--- config.mk ---
export PLATFORM = sky130hd
export DESIGN_NAME = mpeg_audio_header_decoder_unit_flat
export DESIGN_NICKNAME = d
export VERILOG_FILES = /design/src/rtl/mahd_pkg.sv /design/src/rtl/mahd_if.sv /design/src/rtl/mahd_decode.sv /design/src/rtl/mahd_div_stage.sv /design/src/rtl/mpeg_audio_header_decoder_unit.sv /design/src/flat_wrapper.sv
export SDC_FILE = /design/constraint.sdc
export NUM_CORES = 1
export LEC_CHECK = 0
export BUFFER_PORTS_ARGS = -buffer_cell sky130_fd_sc_hd__buf_2
export CAP_MARGIN = 20
export CORE_MARGIN = 2
export CORE_UTILIZATION = 30
export DETAILED_ROUTE_END_ITERATION = 10
export HOLD_SLACK_MARGIN = 0.06
export SYNTH_ARGS = -nofsm -noshare
export SYNTH_HDL_FRONTEND = slang
export SYNTH_HIERARCHICAL = 1
export SYNTH_SLANG_ARGS = --single-unit
--- constraint.sdc ---
create_clock -name clk -period 19.15 [get_ports clk]
set_input_delay 0 -clock clk [delete_from_list [all_inputs] [get_ports clk]]
set_output_delay 0 -clock clk [all_outputs]
set_load 0.1 [all_outputs]
--- src/rtl/mahd_pkg.sv ---
// Package: shared types, codes and lookup tables of the MPEG audio header decoder.
package mahd_pkg;

	// Header field codes
	localparam logic [7:0] SyncByte     = 8'hFF;
	localparam logic [2:0] SyncTopBits  = 3'b111;
	localparam logic [1:0] VerMpeg1     = 2'd3;
	localparam logic [1:0] VerMpeg2     = 2'd2;
	localparam logic [1:0] VerReserved  = 2'd1;
	localparam logic [1:0] LayerIII     = 2'd1;
	localparam logic [1:0] ModeMono     = 2'd3;
	localparam logic [1:0] SriReserved  = 2'd3;
	localparam logic [3:0] BriFree      = 4'd0;
	localparam logic [3:0] BriBad       = 4'd15;
	localparam logic [1:0] ChansMono    = 2'd1;
	localparam logic [1:0] ChansStereo  = 2'd2;

	// Arithmetic widths
	localparam int KbpsW     = 9;
	localparam int FactorW   = 18;
	localparam int NumW      = KbpsW + FactorW;
	localparam int RateW     = 16;
	localparam int QuotW     = 12;
	localparam int LenW      = 11;
	localparam int DivSteps  = 3;
	localparam int DivStages = QuotW / DivSteps;

	// 144 or 72 bytes per frame slot, times 1000 bits per kilobit
	localparam logic [FactorW-1:0] Mpeg1Factor = 18'd144000;
	localparam logic [FactorW-1:0] Mpeg2Factor = 18'd72000;

	// Decoded header fields that ride along the whole pipeline
	typedef struct packed {
		logic             sync;
		logic [1:0]       layer;
		logic [RateW-1:0] rate;
		logic [1:0]       chans;
		logic             len_ok;
		logic             pad;
	} hdr_info_t;

	// First stage: decoded fields plus multiplier operands
	typedef struct packed {
		hdr_info_t        info;
		logic [KbpsW-1:0] kbps;
		logic             mpeg1;
	} dec_t;

	// Divider stages: partial remainder and dividend/quotient shift word
	typedef struct packed {
		hdr_info_t        info;
		logic [RateW-1:0] rem;
		logic [QuotW-1:0] work;
	} div_t;

	// Bitrate in kbit/s for Layer III
	function automatic logic [KbpsW-1:0] kbps_lookup(input logic mpeg1, input logic [3:0] bri);
		logic [KbpsW-1:0] k;
		k = '0;
		if (mpeg1) begin
			case (bri)
				4'd1:    k = 9'd32;
				4'd2:    k = 9'd40;
				4'd3:    k = 9'd48;
				4'd4:    k = 9'd56;
				4'd5:    k = 9'd64;
				4'd6:    k = 9'd80;
				4'd7:    k = 9'd96;
				4'd8:    k = 9'd112;
				4'd9:    k = 9'd128;
				4'd10:   k = 9'd160;
				4'd11:   k = 9'd192;
				4'd12:   k = 9'd224;
				4'd13:   k = 9'd256;
				4'd14:   k = 9'd320;
				default: k = '0;
			endcase
		end else begin
			case (bri)
				4'd1:    k = 9'd8;
				4'd2:    k = 9'd16;
				4'd3:    k = 9'd24;
				4'd4:    k = 9'd32;
				4'd5:    k = 9'd40;
				4'd6:    k = 9'd48;
				4'd7:    k = 9'd56;
				4'd8:    k = 9'd64;
				4'd9:    k = 9'd80;
				4'd10:   k = 9'd96;
				4'd11:   k = 9'd112;
				4'd12:   k = 9'd128;
				4'd13:   k = 9'd144;
				4'd14:   k = 9'd160;
				default: k = '0;
			endcase
		end
		return k;
	endfunction

	// Sample rate in Hz; reserved version uses the MPEG2.5 rates
	function automatic logic [RateW-1:0] rate_lookup(input logic [1:0] ver, input logic [1:0] sri);
		logic [RateW-1:0] r;
		r = '0;
		case (ver)
			VerMpeg1: begin
				case (sri)
					2'd0:    r = 16'd44100;
					2'd1:    r = 16'd48000;
					2'd2:    r = 16'd32000;
					default: r = '0;
				endcase
			end
			VerMpeg2: begin
				case (sri)
					2'd0:    r = 16'd22050;
					2'd1:    r = 16'd24000;
					2'd2:    r = 16'd16000;
					default: r = '0;
				endcase
			end
			default: begin
				case (sri)
					2'd0:    r = 16'd11025;
					2'd1:    r = 16'd12000;
					2'd2:    r = 16'd8000;
					default: r = '0;
				endcase
			end
		endcase
		return r;
	endfunction

endpackage

--- src/rtl/mahd_if.sv ---
// Interfaces: header input channel and decoded result channel.
interface mahd_in_if;
	logic       valid;
	logic       ready;
	logic [7:0] header_byte0;
	logic [7:0] header_byte1;
	logic [7:0] header_byte2;
	logic [7:0] header_byte3;

	modport source (output valid, header_byte0, header_byte1, header_byte2, header_byte3,
		input ready);
	modport sink (input valid, header_byte0, header_byte1, header_byte2, header_byte3,
		output ready);
endinterface

interface mahd_out_if;
	logic        valid;
	logic        ready;
	logic        sync_found;
	logic [1:0]  layer_code;
	logic [15:0] sample_rate_hz;
	logic [1:0]  channel_count;
	logic        length_valid;
	logic [10:0] frame_length;

	modport source (output valid, sync_found, layer_code, sample_rate_hz, channel_count,
		length_valid, frame_length, input ready);
	modport sink (input valid, sync_found, layer_code, sample_rate_hz, channel_count,
		length_valid, frame_length, output ready);
endinterface

--- src/rtl/mahd_decode.sv ---
// Header field decode, table lookup and dividend multiply (pipeline stages 1 and 2).
module mahd_decode (
	input  logic           clk,
	input  logic           arst_n,
	mahd_in_if.sink        header,
	output mahd_pkg::div_t out_data,
	output logic           out_valid,
	input  logic           out_ready
);
	import mahd_pkg::*;

	logic [1:0]             ver;
	logic [1:0]             layer;
	logic [3:0]             bri;
	logic [1:0]             sri;
	logic [1:0]             mode;
	logic                   sync;
	dec_t                   dec;
	dec_t                   dec_s1;
	logic                   v_s1;
	logic                   rdy_s1;
	logic [FactorW-1:0]     factor;
	logic [NumW-1:0]        num;
	div_t                   div_s2;
	logic                   v_s2;
	logic                   rdy_s2;

	// Split the header into fields
	assign sync  = (header.header_byte0 == SyncByte) && (header.header_byte1[7:5] == SyncTopBits);
	assign ver   = header.header_byte1[4:3];
	assign layer = header.header_byte1[2:1];
	assign bri   = header.header_byte2[7:4];
	assign sri   = header.header_byte2[3:2];
	assign mode  = header.header_byte3[7:6];

	// Decode fields; zero everything without sync
	always_comb begin
		dec = '0;
		if (sync) begin
			dec.info.sync   = 1'b1;
			dec.info.layer  = layer;
			dec.info.rate   = (sri == SriReserved) ? '0 : rate_lookup(ver, sri);
			dec.info.chans  = (mode == ModeMono) ? ChansMono : ChansStereo;
			dec.info.len_ok = (ver != VerReserved) && (layer == LayerIII) &&
				(bri != BriFree) && (bri != BriBad) && (sri != SriReserved);
			dec.info.pad    = header.header_byte2[1];
			dec.mpeg1       = (ver == VerMpeg1);
			dec.kbps        = dec.info.len_ok ? kbps_lookup(dec.mpeg1, bri) : '0;
		end
	end

	// Handshake: a stage loads when empty or when its item moves on
	assign rdy_s2       = !v_s2 || out_ready;
	assign rdy_s1       = !v_s1 || rdy_s2;
	assign header.ready = rdy_s1;

	// Stage 1 register
	always_ff @(posedge clk or negedge arst_n) begin
		if (!arst_n) begin
			v_s1 <= 1'b0;
		end else if (rdy_s1) begin
			v_s1 <= header.valid;
		end
	end

	always_ff @(posedge clk) begin
		if (rdy_s1 && header.valid) begin
			dec_s1 <= dec;
		end
	end

	// Dividend: bitrate times slot factor
	assign factor = dec_s1.mpeg1 ? Mpeg1Factor : Mpeg2Factor;
	assign num    = NumW'(dec_s1.kbps) * NumW'(factor);

	// Stage 2 register; upper dividend bits seed the remainder
	always_ff @(posedge clk or negedge arst_n) begin
		if (!arst_n) begin
			v_s2 <= 1'b0;
		end else if (rdy_s2) begin
			v_s2 <= v_s1;
		end
	end

	always_ff @(posedge clk) begin
		if (rdy_s2 && v_s1) begin
			div_s2.info <= dec_s1.info;
			div_s2.rem  <= RateW'(num[NumW-1:QuotW]);
			div_s2.work <= num[QuotW-1:0];
		end
	end

	assign out_data  = div_s2;
	assign out_valid = v_s2;

endmodule

--- src/rtl/mahd_div_stage.sv ---
// One stage of the restoring divider: three quotient bits per stage.
module mahd_div_stage (
	input  logic           clk,
	input  logic           arst_n,
	input  mahd_pkg::div_t in_data,
	input  logic           in_valid,
	output logic           in_ready,
	output mahd_pkg::div_t out_data,
	output logic           out_valid,
	input  logic           out_ready
);
	import mahd_pkg::*;

	div_t           nxt;
	logic [RateW:0] trial;
	div_t           div_s;
	logic           v_s;

	// Shift one dividend bit into the remainder per step, subtract when it fits
	always_comb begin
		nxt   = in_data;
		trial = '0;
		for (int i = 0; i < DivSteps; i++) begin
			trial    = {nxt.rem, nxt.work[QuotW-1]};
			nxt.work = {nxt.work[QuotW-2:0], 1'b0};
			if (trial >= {1'b0, nxt.info.rate}) begin
				trial       = trial - {1'b0, nxt.info.rate};
				nxt.work[0] = 1'b1;
			end
			nxt.rem = trial[RateW-1:0];
		end
	end

	// Load when empty or when the held item moves on
	assign in_ready = !v_s || out_ready;

	always_ff @(posedge clk or negedge arst_n) begin
		if (!arst_n) begin
			v_s <= 1'b0;
		end else if (in_ready) begin
			v_s <= in_valid;
		end
	end

	always_ff @(posedge clk) begin
		if (in_ready && in_valid) begin
			div_s <= nxt;
		end
	end

	assign out_data  = div_s;
	assign out_valid = v_s;

endmodule

--- src/rtl/mpeg_audio_header_decoder_unit.sv ---
// Top level: MPEG audio frame header decoder with pipelined frame length divider.
// Takes one four-byte candidate header per cycle while the output side is ready, and
// returns one result per header, in order. Stage 1 decodes the fields and looks up
// sample rate and bitrate, stage 2 multiplies the bitrate by the slot factor, and four
// divider stages each resolve three quotient bits of that product over sample rate;
// the last divider stage is the output register. Sustained rate is one item per cycle;
// a stall on the result side backs up the pipeline without losing items, and empty
// stages keep accepting while a result waits. Fields are zero without sync, and the
// frame length is zero unless length_valid is set.
module mpeg_audio_header_decoder_unit (
	input  logic     clk,
	input  logic     arst_n,
	mahd_in_if.sink  header,
	mahd_out_if.source result
);
	import mahd_pkg::*;

	div_t div_d   [DivStages+1];
	logic div_v   [DivStages+1];
	logic div_rdy [DivStages+1];
	div_t fin;

	mahd_decode u_decode (
		.clk       (clk),
		.arst_n    (arst_n),
		.header    (header),
		.out_data  (div_d[0]),
		.out_valid (div_v[0]),
		.out_ready (div_rdy[0])
	);

	// Divider chain
	for (genvar g = 0; g < DivStages; g++) begin : g_div
		mahd_div_stage u_div (
			.clk       (clk),
			.arst_n    (arst_n),
			.in_data   (div_d[g]),
			.in_valid  (div_v[g]),
			.in_ready  (div_rdy[g]),
			.out_data  (div_d[g+1]),
			.out_valid (div_v[g+1]),
			.out_ready (div_rdy[g+1])
		);
	end

	assign div_rdy[DivStages] = result.ready;
	assign fin                = div_d[DivStages];

	// Format the result item
	assign result.valid          = div_v[DivStages];
	assign result.sync_found     = fin.info.sync;
	assign result.layer_code     = fin.info.layer;
	assign result.sample_rate_hz = fin.info.rate;
	assign result.channel_count  = fin.info.chans;
	assign result.length_valid   = fin.info.len_ok;
	assign result.frame_length   = fin.info.len_ok ?
		(fin.work[LenW-1:0] + LenW'(fin.info.pad)) : '0;

endmodule
--- src/flat_wrapper.sv ---
// flat-port wrapper written by rule: the top's interface ports become plain ports
module mpeg_audio_header_decoder_unit_flat import mahd_pkg::*;
  (clk, arst_n, header_valid, header_header_byte0, header_header_byte1, header_header_byte2, header_header_byte3, header_ready, result_valid, result_sync_found, result_layer_code, result_sample_rate_hz, result_channel_count, result_length_valid, result_frame_length, result_ready);
  mahd_in_if header_i ();
  mahd_out_if result_i ();
  input  logic clk;
  input  logic arst_n;
  input wire logic [$bits(header_i.valid)-1:0] header_valid;
  input wire logic [$bits(header_i.header_byte0)-1:0] header_header_byte0;
  input wire logic [$bits(header_i.header_byte1)-1:0] header_header_byte1;
  input wire logic [$bits(header_i.header_byte2)-1:0] header_header_byte2;
  input wire logic [$bits(header_i.header_byte3)-1:0] header_header_byte3;
  output wire logic [$bits(header_i.ready)-1:0] header_ready;
  output wire logic [$bits(result_i.valid)-1:0] result_valid;
  output wire logic [$bits(result_i.sync_found)-1:0] result_sync_found;
  output wire logic [$bits(result_i.layer_code)-1:0] result_layer_code;
  output wire logic [$bits(result_i.sample_rate_hz)-1:0] result_sample_rate_hz;
  output wire logic [$bits(result_i.channel_count)-1:0] result_channel_count;
  output wire logic [$bits(result_i.length_valid)-1:0] result_length_valid;
  output wire logic [$bits(result_i.frame_length)-1:0] result_frame_length;
  input wire logic [$bits(result_i.ready)-1:0] result_ready;
  assign header_i.valid = header_valid;
  assign header_i.header_byte0 = header_header_byte0;
  assign header_i.header_byte1 = header_header_byte1;
  assign header_i.header_byte2 = header_header_byte2;
  assign header_i.header_byte3 = header_header_byte3;
  assign header_ready = header_i.ready;
  assign result_valid = result_i.valid;
  assign result_sync_found = result_i.sync_found;
  assign result_layer_code = result_i.layer_code;
  assign result_sample_rate_hz = result_i.sample_rate_hz;
  assign result_channel_count = result_i.channel_count;
  assign result_length_valid = result_i.length_valid;
  assign result_frame_length = result_i.frame_length;
  assign result_i.ready = result_ready;
  mpeg_audio_header_decoder_unit u_core (.clk(clk), .arst_n(arst_n), .header(header_i), .result(result_i));
endmodule
======== After elaboration in Yosys (flattened, before gate mapping) ========
Memories as Yosys holds them, arrays and structs flattened.
Cells that the tools add are included.
storage, ports and cells
  flip-flop bits (word level) ............. 276
  memory bits (read-only) ................. 176
  word-level logic and storage cells ...... 154
  memories ................................ 2
memory list
  name              words  width  read ports  clocked after Yosys merged registers in  wr ports  line            source
  (name not given)  16     6      1           0                                        0         mahd_pkg.sv:61  case (bri)
  (name not given)  16     5      1           0                                        0         mahd_pkg.sv:79  case (bri)
cells by class
  add/sub/neg operators ................... 12
  $mul .................................... 1
  $lt $le $gt $ge ......................... 12
  eq/ne operators ......................... 12
  muxes and demuxes ....................... 34
  bitwise gates (word level) .............. 1
  reduce and logical (&&, ||, !) cells .... 27
operators with widths
  cell                number
  $mux 16             12
  $ge 17x16->1        11
  $sub 16x16->16      11
  $pmux 16 s3         1
  $pmux 15 s3         1
  $pmux 14 s3         1
  $mux 33             1
  $pmux 16 s2         1
  $mul 9x18->27       1
  $mux 18             1
  $mux 9              2
  $ge 16x16->1        1
  $mux 1              12
  $add 11x1->11       1
  $logic_and 1x1->1   11
  $mux 11             1
  $eq 2x2->1 const B  5
  $eq 8x8->1 const B  1
  $logic_not 1->1     6
  $logic_or 1x1->1    6
  $eq 2x1->1 const B  2
  $ne 4x4->1 const B  1
  $reduce_bool 4->1   1
  $eq 3x3->1 const B  1
  7 further kinds     7

======== Longest topological paths before layout ========
  depth in word-level cells ............... 8
  depth in mapped cells ................... 34

======== Modules after synthesis ========
The synthesis kept the hierarchy.
modules (own cells, without submodules)
  module                                      instances  cells an instance  area each (um^2)  sequential area each (um^2)
  mahd_div_stage (u_core.g_div[2].u_div ...)  2          432                4460.5            1556.5
  mahd_div_stage (u_core.g_div[1].u_div)      1          432                4488.1            1556.5
  mahd_decode                                 1          380                4474.3            2062.0
  mahd_div_stage (u_core.g_div[0].u_div)      1          423                4389.2            1556.5
  mpeg_audio_header_decoder_unit              1          39                 262.8             0.0

======== Worst setup path after synthesis ========
Ideal clock, no wire load.
  kind .................................... reg-to-reg
  start point ............................. register u_core.u_decode.div_s2 (netlist bit u_core/u_decode/out_data[33])
  end point ............................... register u_core.g_div[0].u_div.div_s (netlist bit u_core/g_div[0].u_div/out_data[19]), data pin
  library setup time ...................... 0.260 ns
  data arrival time ....................... 7.106 ns
  required time ........................... 18.890 ns
  setup slack ............................. 11.783 ns
  stages on the path, launching flop included .. 32
  path buffers ............................ 4
  period minus slack after synthesis ...... 7.367 ns
  path through ............................ edfxtp_1 > inv_1 > ha_1 > nor2b_1 > o31a_1 > o21bai_1 > a21oi_2 > nor2_4 > clkbuf_1 > clkbuf_1 > nor2_1 > a21oi_1 > inv_1 > ha_1 > nor2b_1 > o31a_1 > o31a_1 > o31a_1 > a31oi_1 > o221ai_2 > buf_4 > mux2_2 > ha_1 > a21o_1 > a21o_1 > a21o_1 > a21o_1 > a211oi_1 > a21boi_0 > a311oi_4 > buf_6 > mux2_4
RTL lines
  item                  line                  source
  from (decl)           mahd_decode.sv:24     div_t div_s2;
  to (signal assigned)  mahd_div_stage.sv:47  div_s <= nxt;
  to (decl)             mahd_div_stage.sv:16  div_t div_s;

==> flow_metrics.env <==
export IMPL_status="finished clean"
export IMPL_r2r_end="u_core/g_div[2].u_div/out_data[27]"
export IMPL_fin_crit_ns=8.72
export IMPL_start_util_pct=30.4
export IMPL_clockBufferDepth=3
export IMPL_endpoint_kind="flop"
export IMPL_rows=97
export IMPL_avgRoutedWirePerCell_um=16.4
export IMPL_yosysWarningCount=6
export IMPL_tightestPinTransition_ns=1.07
export IMPL_post_synth_cell_area_avg_um2=10.4
export IMPL_finalHoldViolCount=0
export IMPL_clkSinkCount=257
export IMPL_maxCapViolations=0
export IMPL_drcViolationCount=0
export IMPL_gp_congestion=0.889
export IMPL_cts_resized=0
export IMPL_clk_latency_ns=0.57
export IMPL_h_tree_depth=1
export IMPL_clk_pin_slew_ns=0.06
export IMPL_min_period_over_period_pct=45.5
export IMPL_worst_hold_path_type="primary input to flop"
export IMPL_clock_skew_ns=0.0239
export IMPL_fillers=7044
export IMPL_cp_slowest_cell="o2111a_1"
export IMPL_cp_max_fo=19
export IMPL_rsz0062_at_grt="no"
export IMPL_rr_worst_depth=29
export IMPL_pin_count=71
export IMPL_fp_dieH_um=271
export IMPL_cpPeakStageDelay_ns=0.66
export IMPL_overflow=0
export IMPL_grt_max_degree=51
export IMPL_die_w_um=271
export IMPL_cts_buffers=28
export IMPL_hpwl_um=41300
export IMPL_synthCells=2057
export IMPL_slew_headroom_pct=28.6
export IMPL_setup_violations=0
export IMPL_grt_pass1_wl_um=83000
export IMPL_die_area_um2=73500
export IMPL_grt_pass1_vias=16000
export IMPL_crit_arrival_ns=9.01
export IMPL_critPathKind="flop to flop"
export IMPL_cp_startpoint="u_core/g_div[1].u_div/out_data[43]"
export IMPL_grtUsageTotal_pct=13.8
export IMPL_setup_worst_path_end="u_core/g_div[2].u_div/out_data[27]"
export IMPL_cts_root_buf="clkbuf_16"
export IMPL_final_antenna_net_count=0
export IMPL_vias=15900
export IMPL_layout_drive_gt1_share_pct=13.7
export IMPL_synthesis_area_um2=21400
export IMPL_nets=2477
export IMPL_via_per_inst=5.08
export IMPL_drt_iter0_drc=1204
export IMPL_cts_tree="yes"
export IMPL_regToRegStartpoint="u_core/g_div[1].u_div/out_data[43]"
export IMPL_tns_ns=0
export IMPL_fmax_ghz=0.115
export IMPL_required_ns=19.44
export IMPL_postCtsSetupRepairBufs=0
export IMPL_antenna_found_initial=2
export IMPL_r2r_slack_ns=10.43
export IMPL_io_buffers=62
export IMPL_cts_hold_buf=35
export IMPL_hold_ws_ns=0.162
export IMPL_finalMaxSlewViolations=0
export IMPL_dr_pass1_iters=6
export IMPL_core_area_um2=70400
export IMPL_wl_um=51400
export IMPL_start_kind="flop"
export IMPL_syn_to_final_growth_pct=12.1
-- through the flow --
step,util (%),instance area [um^2],setup slack (ns),instances
after detailed placement,32.3,22700,10.42,3041
after global placement,32.3,22700,10.46,3041
after floorplan,-,21500,11.78,2075
after CTS,34.1,24000,10.40,3127
final,34.1,24000,10.43,3129
after global routing,34.1,24000,9.81,3129
-- per-layer routing --
metal	track usage (%)	share of wire, %	up-vias
li1	-	-	7836
met1	17.9	46	7603
met2	24.0	48	360
met3	1.43	3.7	98
met4	4.12	2.9	2
met5	0	0.025	-
-- critical path, delay by kind of cell (launching register included) --
family | cells | cell delay, ns
muxes | 2 | 0.83
buffers and inverters | 4 | 0.99
AOI/OAI and AO/OA | 12 | 3.68
DFF | 1 | 0.47
adders and majority gates | 3 | 0.94
and+or+nand+nor | 8 | 1.50
-- flip-flops by register name, indices dropped and copies added, names as in the netlist --
register and cells:
u_core/u_decode/dec_s1 28, u_core/u_decode/out_data 39, u_core/g_div.u_div/out_valid 4, u_core/u_decode/out_valid 1
u_core/g_div.u_div/out_data 184, u_core/u_decode/v_s1 1
-- layout make-up --
cell class	instances	area [um^2]	share of cell area, %
Clock inverter	17	190	0.792
Inverter	163	617	2.57
Antenna cell	1	2.50	0.0104
Multi-Input combinational cell	1613	12900	53.7
Tap cell	940	1180	4.90
Timing Repair Buffer	104	721	3.00
Clock buffer	34	723	3.01
Sequential cell	257	7690	32.0
-- worst min-delay path by stage --
| stage | endpoint | start | cells after the start |
|---|---|---|---|
| after floorplan | u_core/g_div[0].u_div/out_valid | arst_n | 0 |
| after global placement | u_core/u_decode/v_s1 | arst_n | 1 |
| after detailed placement | u_core/u_decode/v_s1 | arst_n | 1 |
| after CTS | u_core/u_decode/v_s1 | header_valid | 3 |
| after global routing | u_core/u_decode/v_s1 | header_valid | 3 |
| final | u_core/u_decode/v_s1 | header_valid | 3 |
-- placed cells by master (no fill, tap or decap), types with 8 or more instances in the layout --
| cell | n |
|---|---|
| xnor2_1 | 104 |
| dlygate4sd3_1 | 35 |
| and3_1 | 14 |
| nor3_1 | 34 |
| a22oi_1 | 9 |
| o31ai_1 | 12 |
| mux2i_1 | 18 |
| conb_1 | 20 |
| or2_2 | 12 |
| a21o_1 | 69 |
| clkbuf_16 | 28 |
| fa_1 | 29 |
| ha_1 | 245 |
| a211oi_1 | 27 |
| xor2_1 | 44 |
| o31a_1 | 8 |
| nand2b_1 | 34 |
| o211ai_1 | 13 |
| o21ai_0 | 98 |
| nand2_1 | 112 |
| nand3_1 | 39 |
| a31oi_1 | 14 |
| nor2_1 | 113 |
| o21bai_1 | 20 |
| nor3b_1 | 8 |
| edfxtp_1 | 251 |
| inv_1 | 159 |
| mux2_4 | 25 |
| or3_1 | 9 |
| nor2b_1 | 36 |
| mux2_2 | 77 |
| buf_2 | 62 |
| nand4_1 | 28 |
| nor4_1 | 9 |
| a21oi_1 | 158 |
| o21a_1 | 25 |
| and2_1 | 17 |
Power is not shown: default switching activity piles up to over one toggle a cycle in this logic, so the estimate is an artifact.
